$ cat config.mk
export PLATFORM = sky130hd
export DESIGN_NAME = c_escape_sequence_decoder
export DESIGN_NICKNAME = d
export VERILOG_FILES = /design/src/rtl/core/cesd_pkg.sv /design/src/rtl/core/cesd_step.sv /design/src/rtl/core/c_escape_sequence_decoder.sv
export SDC_FILE = /design/constraint.sdc
export NUM_CORES = 1
export LEC_CHECK = 0
export ABC_AREA = 1
export ABC_CLOCK_PERIOD_IN_PS = 5800
export BUFFER_PORTS_ARGS = -buffer_cell sky130_fd_sc_hd__buf_2
export CORE_UTILIZATION = 40
export CTS_BUF_LIST = sky130_fd_sc_hd__clkbuf_2 sky130_fd_sc_hd__clkbuf_4 sky130_fd_sc_hd__clkbuf_8
export CTS_CLUSTER_SIZE = 20
export DETAILED_ROUTE_END_ITERATION = 16
export SLEW_MARGIN = 10
export SYNTH_ARGS = -nofsm -noshare
export SYNTH_HDL_FRONTEND = slang
export SYNTH_HIERARCHICAL = 1
export SYNTH_SLANG_ARGS = --single-unit
$ cat constraint.sdc
create_clock -name clk -period 5.8 [get_ports clk]
set_input_delay 0.58 -clock clk [delete_from_list [all_inputs] [get_ports clk]]
set_output_delay 0.58 -clock clk [all_outputs]
set_load 0.02 [all_outputs]
$ cat src/rtl/core/cesd_pkg.sv
// ----------------------------------------------------------------------------
// cesd_pkg
// Types, character codes and helpers shared by the escape sequence decoder.
// ----------------------------------------------------------------------------
`default_nettype none

package cesd_pkg;

  localparam int unsigned MaxOut = 4;
  localparam int unsigned CntW   = $clog2(MaxOut + 1);

  typedef enum logic [1:0] {
    PH_IDLE = 2'd0,  // nothing pending
    PH_BSL  = 2'd1,  // backslash seen
    PH_X    = 2'd2,  // backslash x seen
    PH_XH   = 2'd3   // backslash x and one hex digit seen
  } phase_t;

  typedef struct packed {
    phase_t     phase;
    logic [7:0] first_hex;
  } cesd_state_t;

  typedef struct packed {
    logic [MaxOut-1:0][7:0] bytes;  // entry 0 goes out first
    logic [CntW-1:0]        count;
  } cesd_list_t;

  localparam logic [7:0] CH_BSL   = 8'h5c;
  localparam logic [7:0] CH_QUOTE = 8'h22;
  localparam logic [7:0] CH_N     = 8'h6e;
  localparam logic [7:0] CH_R     = 8'h72;
  localparam logic [7:0] CH_T     = 8'h74;
  localparam logic [7:0] CH_X     = 8'h78;
  localparam logic [7:0] CH_LF    = 8'h0a;
  localparam logic [7:0] CH_CR    = 8'h0d;
  localparam logic [7:0] CH_TAB   = 8'h09;

  function automatic logic is_digit(input logic [7:0] c);
    return (c >= 8'h30) && (c <= 8'h39);
  endfunction

  function automatic logic is_lower_hex(input logic [7:0] c);
    return (c >= 8'h61) && (c <= 8'h66);
  endfunction

  function automatic logic is_upper_hex(input logic [7:0] c);
    return (c >= 8'h41) && (c <= 8'h46);
  endfunction

  function automatic logic is_hex(input logic [7:0] c);
    return is_digit(c) || is_lower_hex(c) || is_upper_hex(c);
  endfunction

  function automatic logic [3:0] hex_nibble(input logic [7:0] c);
    logic [7:0] v;
    v = 8'h00;
    if (is_digit(c)) begin
      v = c - 8'h30;
    end else if (is_lower_hex(c)) begin
      v = c - 8'h57;
    end else if (is_upper_hex(c)) begin
      v = c - 8'h37;
    end
    return v[3:0];
  endfunction

endpackage

`default_nettype wire

$ cat src/rtl/core/cesd_step.sv
// ----------------------------------------------------------------------------
// cesd_step
// Decode step for one byte: builds the list of output bytes and next state.
// ----------------------------------------------------------------------------
`default_nettype none

module cesd_step
  import cesd_pkg::*;
(
  input  cesd_state_t cur,
  input  logic [7:0]  in_byte,
  input  logic        in_last,
  output cesd_list_t  list,
  output cesd_state_t nxt
);

  always_comb begin
    logic [CntW-1:0] n;
    logic            handled;
    phase_t          ph;
    logic [7:0]      fh;

    list    = '0;
    n       = '0;
    handled = 1'b0;
    ph      = cur.phase;
    fh      = cur.first_hex;

    unique case (cur.phase)
      PH_BSL: begin
        handled = 1'b1;
        ph      = PH_IDLE;
        unique case (in_byte)
          CH_QUOTE, CH_BSL: begin
            list.bytes[n[1:0]] = in_byte;
            n = n + 1'b1;
          end
          CH_N: begin
            list.bytes[n[1:0]] = CH_LF;
            n = n + 1'b1;
          end
          CH_R: begin
            list.bytes[n[1:0]] = CH_CR;
            n = n + 1'b1;
          end
          CH_T: begin
            list.bytes[n[1:0]] = CH_TAB;
            n = n + 1'b1;
          end
          CH_X: begin
            ph = PH_X;
          end
          default: begin
            handled = 1'b0;
            ph      = cur.phase;
          end
        endcase
      end
      PH_X: begin
        if (is_hex(in_byte)) begin
          handled = 1'b1;
          fh      = in_byte;
          ph      = PH_XH;
        end
      end
      PH_XH: begin
        if (is_hex(in_byte)) begin
          handled = 1'b1;
          list.bytes[n[1:0]] = {hex_nibble(cur.first_hex), hex_nibble(in_byte)};
          n  = n + 1'b1;
          ph = PH_IDLE;
          fh = 8'h00;
        end
      end
      default: begin
      end
    endcase

    // broken sequence: send what was held, then treat the byte as fresh
    if (!handled) begin
      if (cur.phase != PH_IDLE) begin
        list.bytes[n[1:0]] = CH_BSL;
        n = n + 1'b1;
      end
      if (cur.phase == PH_X || cur.phase == PH_XH) begin
        list.bytes[n[1:0]] = CH_X;
        n = n + 1'b1;
      end
      if (cur.phase == PH_XH) begin
        list.bytes[n[1:0]] = cur.first_hex;
        n = n + 1'b1;
      end
      fh = 8'h00;
      if (in_byte == CH_BSL) begin
        ph = PH_BSL;
      end else begin
        ph = PH_IDLE;
        list.bytes[n[1:0]] = in_byte;
        n = n + 1'b1;
      end
    end

    // end of text: flush whatever is still pending
    if (in_last) begin
      if (ph != PH_IDLE) begin
        list.bytes[n[1:0]] = CH_BSL;
        n = n + 1'b1;
      end
      if (ph == PH_X || ph == PH_XH) begin
        list.bytes[n[1:0]] = CH_X;
        n = n + 1'b1;
      end
      if (ph == PH_XH) begin
        list.bytes[n[1:0]] = fh;
        n = n + 1'b1;
      end
      ph = PH_IDLE;
      fh = 8'h00;
    end

    list.count    = n;
    nxt.phase     = ph;
    nxt.first_hex = fh;
  end

endmodule

`default_nettype wire

$ cat src/rtl/core/c_escape_sequence_decoder.sv
// ----------------------------------------------------------------------------
// c_escape_sequence_decoder
// Byte-stream decoder for C string backslash escapes.
// ----------------------------------------------------------------------------
// Takes one byte per transfer and decodes \" \\ \n \r \t and \xHH; broken
// sequences are passed on as received, and in_last flushes any pending
// sequence. Each input byte is decoded in the cycle it is accepted and its
// results (zero to four bytes) are loaded into an output list that drains
// one byte per cycle while out_stall is low. A new input byte is accepted
// while the list is empty or its last entry is leaving; a byte that yields
// several results holds the input until they have drained.
// run_last marks the last byte produced by an input byte, text_end the last
// byte of the text.
`default_nettype none

module c_escape_sequence_decoder
  import cesd_pkg::*;
(
  input  logic       clk,
  input  logic       rst,
  input  logic       in_valid,
  output logic       in_stall,
  input  logic [7:0] in_byte,
  input  logic       in_last,
  output logic       out_valid,
  input  logic       out_stall,
  output logic [7:0] out_byte,
  output logic       run_last,
  output logic       text_end
);

  cesd_state_t state;
  cesd_state_t state_next;
  cesd_list_t  step_list;

  logic [MaxOut-1:0][7:0] bytes;
  logic [CntW-1:0]        count;
  logic                   last;
  logic                   load;
  logic                   drain;

  cesd_step u_step (
    .cur     (state),
    .in_byte (in_byte),
    .in_last (in_last),
    .list    (step_list),
    .nxt     (state_next)
  );

  assign out_valid = (count != '0);
  assign drain     = out_valid && !out_stall;
  // accept while the list is empty or its final entry leaves this cycle
  assign in_stall  = (count > CntW'(1)) || ((count == CntW'(1)) && out_stall);
  assign load      = in_valid && !in_stall;

  assign out_byte  = bytes[0];
  assign run_last  = (count == CntW'(1));
  assign text_end  = run_last && last;

  always_ff @(posedge clk) begin
    if (rst) begin
      state.phase     <= PH_IDLE;
      state.first_hex <= 8'h00;
      count           <= '0;
    end else if (load) begin
      state <= state_next;
      count <= step_list.count;
    end else if (drain) begin
      count <= count - 1'b1;
    end
  end

  always_ff @(posedge clk) begin
    if (load) begin
      bytes <= step_list.bytes;
      last  <= in_last;
    end else if (drain) begin
      bytes <= {8'h00, bytes[MaxOut-1:1]};
    end
  end

endmodule

`default_nettype wire

Word-level counts from Yosys, hierarchy flattened
Cells that the tools add are included.
Storage, ports and cells
  output and inout bits: 12
  register bits after elaboration: 46
Operators by class
  reductions and logical operators: 32
  equal/unequal tests: 12
  order comparisons: 27
  add/sub/neg operators: 14
  bitwise logic cells: 12
  mux-type cells: 76
Operators by type and width (count)
  2-to-1 mux 32 bit: 16
  demux 8 bit (select 2 bit): 7
  bitwise mux 32 bit: 3
  2-to-1 mux 8 bit: 12
  NOT 16 bit: 4
  AND 16 bit: 3
  2-to-1 mux 3 bit: 16
  OR 16 bit: 3
  equality test 8 x 7 -> 1 bit, second input constant: 5
  greater-or-equal comparator 8 x 7 -> 1 bit, second input constant: 4
  <= comparator 8 x 7 -> 1 bit, second input constant: 4
  one-hot mux 8 bit (2 select lines): 2
  one-hot mux 8 bit (4 select lines): 1
  2-to-1 mux 4 bit: 6
  adder 3 x 1 -> 3 bit, second input constant: 7
  less-than comparator 2 x 3 -> 1 bit, second input constant: 7
  logical AND 1 bit: 17
  AND 4 x 16 -> 16 bit: 1
  greater-or-equal comparator 8 x 6 -> 1 bit, second input constant: 2
  <= comparator 8 x 6 -> 1 bit, second input constant: 2
  OR 4 x 16 -> 16 bit: 1
  subtractor 4 x 3 -> 4 bit, second input constant: 4
  greater-or-equal comparator 2 x 1 -> 1 bit, second input constant: 7
  equality test 2 bit, second input constant: 4
  19 further kinds: 35

Logic depth before layout (Yosys ltp)
  word-level depth: 33
  gate-level depth with buffers: 41
  depth with buffers taken out: 41

Hierarchy
Netlist, hierarchy kept.
By module, submodules not included
  cesd_step: seq. area each 0.0 µm², cells each 462, area each 2521.2 µm², times used 1
  c_escape_sequence_decoder: seq. area each 1251.2 µm², cells each 219, area each 2057.0 µm², times used 1

Worst setup path after synthesis
Ideal clock, no wire load.
  path kind: input to register
  start point: input in_byte[0]
  end point: register bytes[29] (netlist name), data pin
  required time: 5.549 ns
  cell stages on the path: 35
  setup time: 0.251 ns
  arrival time: 5.115 ns
  slack: 0.434 ns
  cells stage by stage: inv_1 ha_1 nand3_1 nor2_4 nor2_4 a21oi_2 nor2_2 nand2_1 inv_1 ha_1 ha_1 o21ai_2 inv_1 ha_1 nand3_1 o21ai_1 inv_1 ha_1 inv_1 nand2_1 nand2_1 inv_1 ha_1 nand2_1 nand2_2 inv_1 ha_1 inv_1 nor2_8 a21oi_2 inv_1 o21ai_1 a22oi_1 inv_1 nor2_1
RTL lines
  start: declaration: RTL line c_escape_sequence_decoder.sv:23  | input logic [7:0] in_byte,
  end signal: assignment: RTL line c_escape_sequence_decoder.sv:75  | bytes <= step_list.bytes;
  end signal: assignment: RTL line c_escape_sequence_decoder.sv:78  | bytes <= {8'h00, bytes[MaxOut-1:1]};
  end: declaration: RTL line c_escape_sequence_decoder.sv:36  | logic [MaxOut-1:0][7:0] bytes;

==> impl_metrics.toml <==
[status]
status = "completed"

[job]
maxCapViolCount = 0

[timing]
postLayoutSetupSlackWorst_ns = 0.393
maxSlewViolCount = 0
setup_viol_count_final = 0
final_hold_viol_count = 0
timing.max_slew.rel_slack = 0.587
tns_ns = 0
period_share = 0.932
clock_skew_ns = 0.00513
clock.fmax_ghz = 0.185
rsz_0062_raised_after_global_routing = "no"
timing.final.crit_period_ns = 5.41
worst_pin_slew_ns = 0.620

[clock_network]
clock_root_buffer_master = "sky130_fd_sc_hd__clkbuf_8"
clkTransAtPathRegs_ns = 0.09
clock-sinks = 46
cts_post_setup_buffers_inserted = 0
clock_insertion_delay_worst_skew_ns = 0.31
cts_htree_levels = 2
clock_path_buffers = 2
cts_tree = "done"
cts_made_buffers = 5

[logic_synthesis]
avgSynthCellArea_um2 = 6.72
post_synth_num_cell_types = 42
yosysTopAreaCellShare = 0.216
netlist_top_cells_area = "sky130_fd_sc_hd__edfxtp_1, sky130_fd_sc_hd__nand2_1, sky130_fd_sc_hd__ha_1, sky130_fd_sc_hd__inv_1, sky130_fd_sc_hd__dfxtp_1"
syn_nets = 725
yosysSeqAreaShare = 0.273
async_flop_share = 0
synth_cells = 681
yosys_register_bits = 46
post-synth-top-area-cell = "sky130_fd_sc_hd__edfxtp_1"
synth_edf_count = 33
synth.cell_area_um2 = 4580
synth_ff_type = "sky130_fd_sc_hd__edfxtp_1"
synth_warnings = 6

[power_and_ir_drop]
power_leakage_nw = 2.29
cellPowerDensity_nw_per_um2 = 250
irDropWorstVdd_v = 0.000199

[layout]
syn2layout_area_growth_pct = 6.61
stdcell_count = 835
final_layout_size_suffix_gt1_frac = 0.144
finalNetCount = 738
antenna_cells = 0

[floorplanning]
start_util = 0.417
die-width_um = 109
die_area_um2 = 11900
dieHeight_um = 109
placementRows = 38
fp.coreArea_um2 = 11000
design.portCount = 25

[critical_path]
stage_delay_of_the_slowest_cell_on_the_critical_path_ns = 0.30
rrSetupSlack_ns = 0.58
cp_common_cell = "sky130_fd_sc_hd__nand2_1"
cp_slowest_cell = "sky130_fd_sc_hd__ha_1"
critical_path.max_fanout = 7
worst_setup_path_start_kind = "primary input"
endpoint = "bytes[22]"
r2r_cells = 33
launch_instance_of_the_worst_register_to_register_path = "state[8]"
crit_start = "in_byte[0]"
worst_setup_path_end_kind = "flop"
critical_path_arrival_ns = 5.48
worst_r2r_endpoint = "bytes[22]"
worst-endpoint-required_ns = 5.88
critPathKind = "in2reg"

[global_routing]
grt_max_degree = 51
antenna_found_initial = 0
grt_pass1_wl_um = 23000
first_global_vias = 4389
groute.usage.overall = 0.256
grt.overflow.total = 0

[place]
placement.io_buffers = 24
gpl.final_weighted_congestion = 1.01
pre_cts_ws_ns = -0.0195
dp_cells = 827
hpwl_um = 10800

[hold_path]
kind_of_path_behind_the_tightest_hold_check = "reg2reg"

[route]
detail_route.wl_per_cell_um = 17.0
drtAntennaViolNets = 0
dr.first_iter.drc_count = 460
totalWireLength_um = 14200
post_drt_via_cell_ratio = 5.53
vias = 4619
firstDrtPassIters = 5
drcViolationCount = 0
kinds of logic after synthesis:
logic type	share of synthesized area
DFF	0.273
adders and majority gates	0.0847
xor gates and xnor gates	0.0169
and+or+nand+nor	0.333
buffers and inverters	0.120
AOI/OAI and AO/OA	0.172
cell usage after synthesis (12+ instances only):
master                     count
sky130_fd_sc_hd__a21oi_1      38
sky130_fd_sc_hd__buf_4        14
sky130_fd_sc_hd__dfxtp_1      13
sky130_fd_sc_hd__edfxtp_1     33
sky130_fd_sc_hd__ha_1         31
sky130_fd_sc_hd__inv_1        78
sky130_fd_sc_hd__nand2_1     210
sky130_fd_sc_hd__nand2_2      12
sky130_fd_sc_hd__nand3_1      35
sky130_fd_sc_hd__nor2_1       60
sky130_fd_sc_hd__o211ai_1     15
sky130_fd_sc_hd__o21ai_0      30
sky130_fd_sc_hd__o22ai_1      20
routing by layer:
| metal | GRT usage | part of all wire |
|---|---|---|
| met4 | 0.0946 | 0.031 |
| met1 | 0.348 | 0.45 |
| met3 | 0.0448 | 0.070 |
| met2 | 0.404 | 0.44 |
| met5 | 0 | 0 |
state kept, by name (all words and copies together), names as in the netlist:
name      flops
state        10
last          1
out_byte      8
count         3
bytes        24
worst min-delay path by stage:
stage | from | end | slack, ns | cells after the start
5_1_grt | bytes[22] | bytes[14] | 0.55 | 2
3_3_place_gp | bytes[30] | bytes[22] | 0.50 | 2
3_5_place_dp | bytes[21] | bytes[13] | 0.50 | 2
6_report | bytes[30] | bytes[22] | 0.52 | 2
4_1_cts | bytes[30] | bytes[22] | 0.53 | 2
2_1_floorplan | state[9] | state[9] | 0.44 | 2
placed cells by master, fill, tap and decap left out, types with 6 or more instances in the layout:
cell type,count
sky130_fd_sc_hd__nor2_4,6
sky130_fd_sc_hd__a21oi_1,38
sky130_fd_sc_hd__ha_1,30
sky130_fd_sc_hd__o211ai_1,15
sky130_fd_sc_hd__edfxtp_1,33
sky130_fd_sc_hd__dfxtp_1,13
sky130_fd_sc_hd__buf_4,15
sky130_fd_sc_hd__buf_2,24
sky130_fd_sc_hd__nor2_1,59
sky130_fd_sc_hd__nand3_1,35
sky130_fd_sc_hd__xor2_1,6
sky130_fd_sc_hd__nand2_1,210
sky130_fd_sc_hd__nand2_2,12
sky130_fd_sc_hd__inv_2,9
sky130_fd_sc_hd__inv_1,76
sky130_fd_sc_hd__o22ai_1,20
sky130_fd_sc_hd__o21ai_0,30
final cells by class:
class / count / area [um^2]
fill: 1158 / 6100
clock inverter: 3 / 21.3
inverter: 87 / 332
timing repair buffer: 39 / 233
sequential: 46 / 1250
clock buffer: 5 / 68.8
tap: 140 / 175
multi-input combinational: 515 / 2800
timing repair:
action | CTS | global route
endpoints found under the setup margin | 0 | 15
gates resized for setup | 0 | 7
hold buffers | 0 | 0
per-stage QoR:
step	power, mW	utilization	area, um^2	hold WS [ns]
global placement	1.02	0.434	4760	0.501
global route	1.31	0.444	4880	0.546
floorplan	0.957	-	4580	0.440
detailed placement	1.03	0.434	4760	0.504
finish	1.22	0.444	4880	0.523
CTS	1.24	0.442	4850	0.525
worst max-delay path: cells and delay by family:
family / cells / cell delay (ns)
AOI/OAI and AO/OA: 6 / 1.12
adders and majority gates: 7 / 1.87
buffers and inverters: 9 / 0.72
and+or+nand+nor: 14 / 1.20
report_power, final:
group	internal (mW)	total (mW)	switching, mW
Sequential	0.534	0.573	0.0387
Clock	0.0849	0.205	0.120
Combinational	0.124	0.443	0.319
Total	0.743	1.22	0.478
No activity file was read; power rests on OpenSTA's default activity.
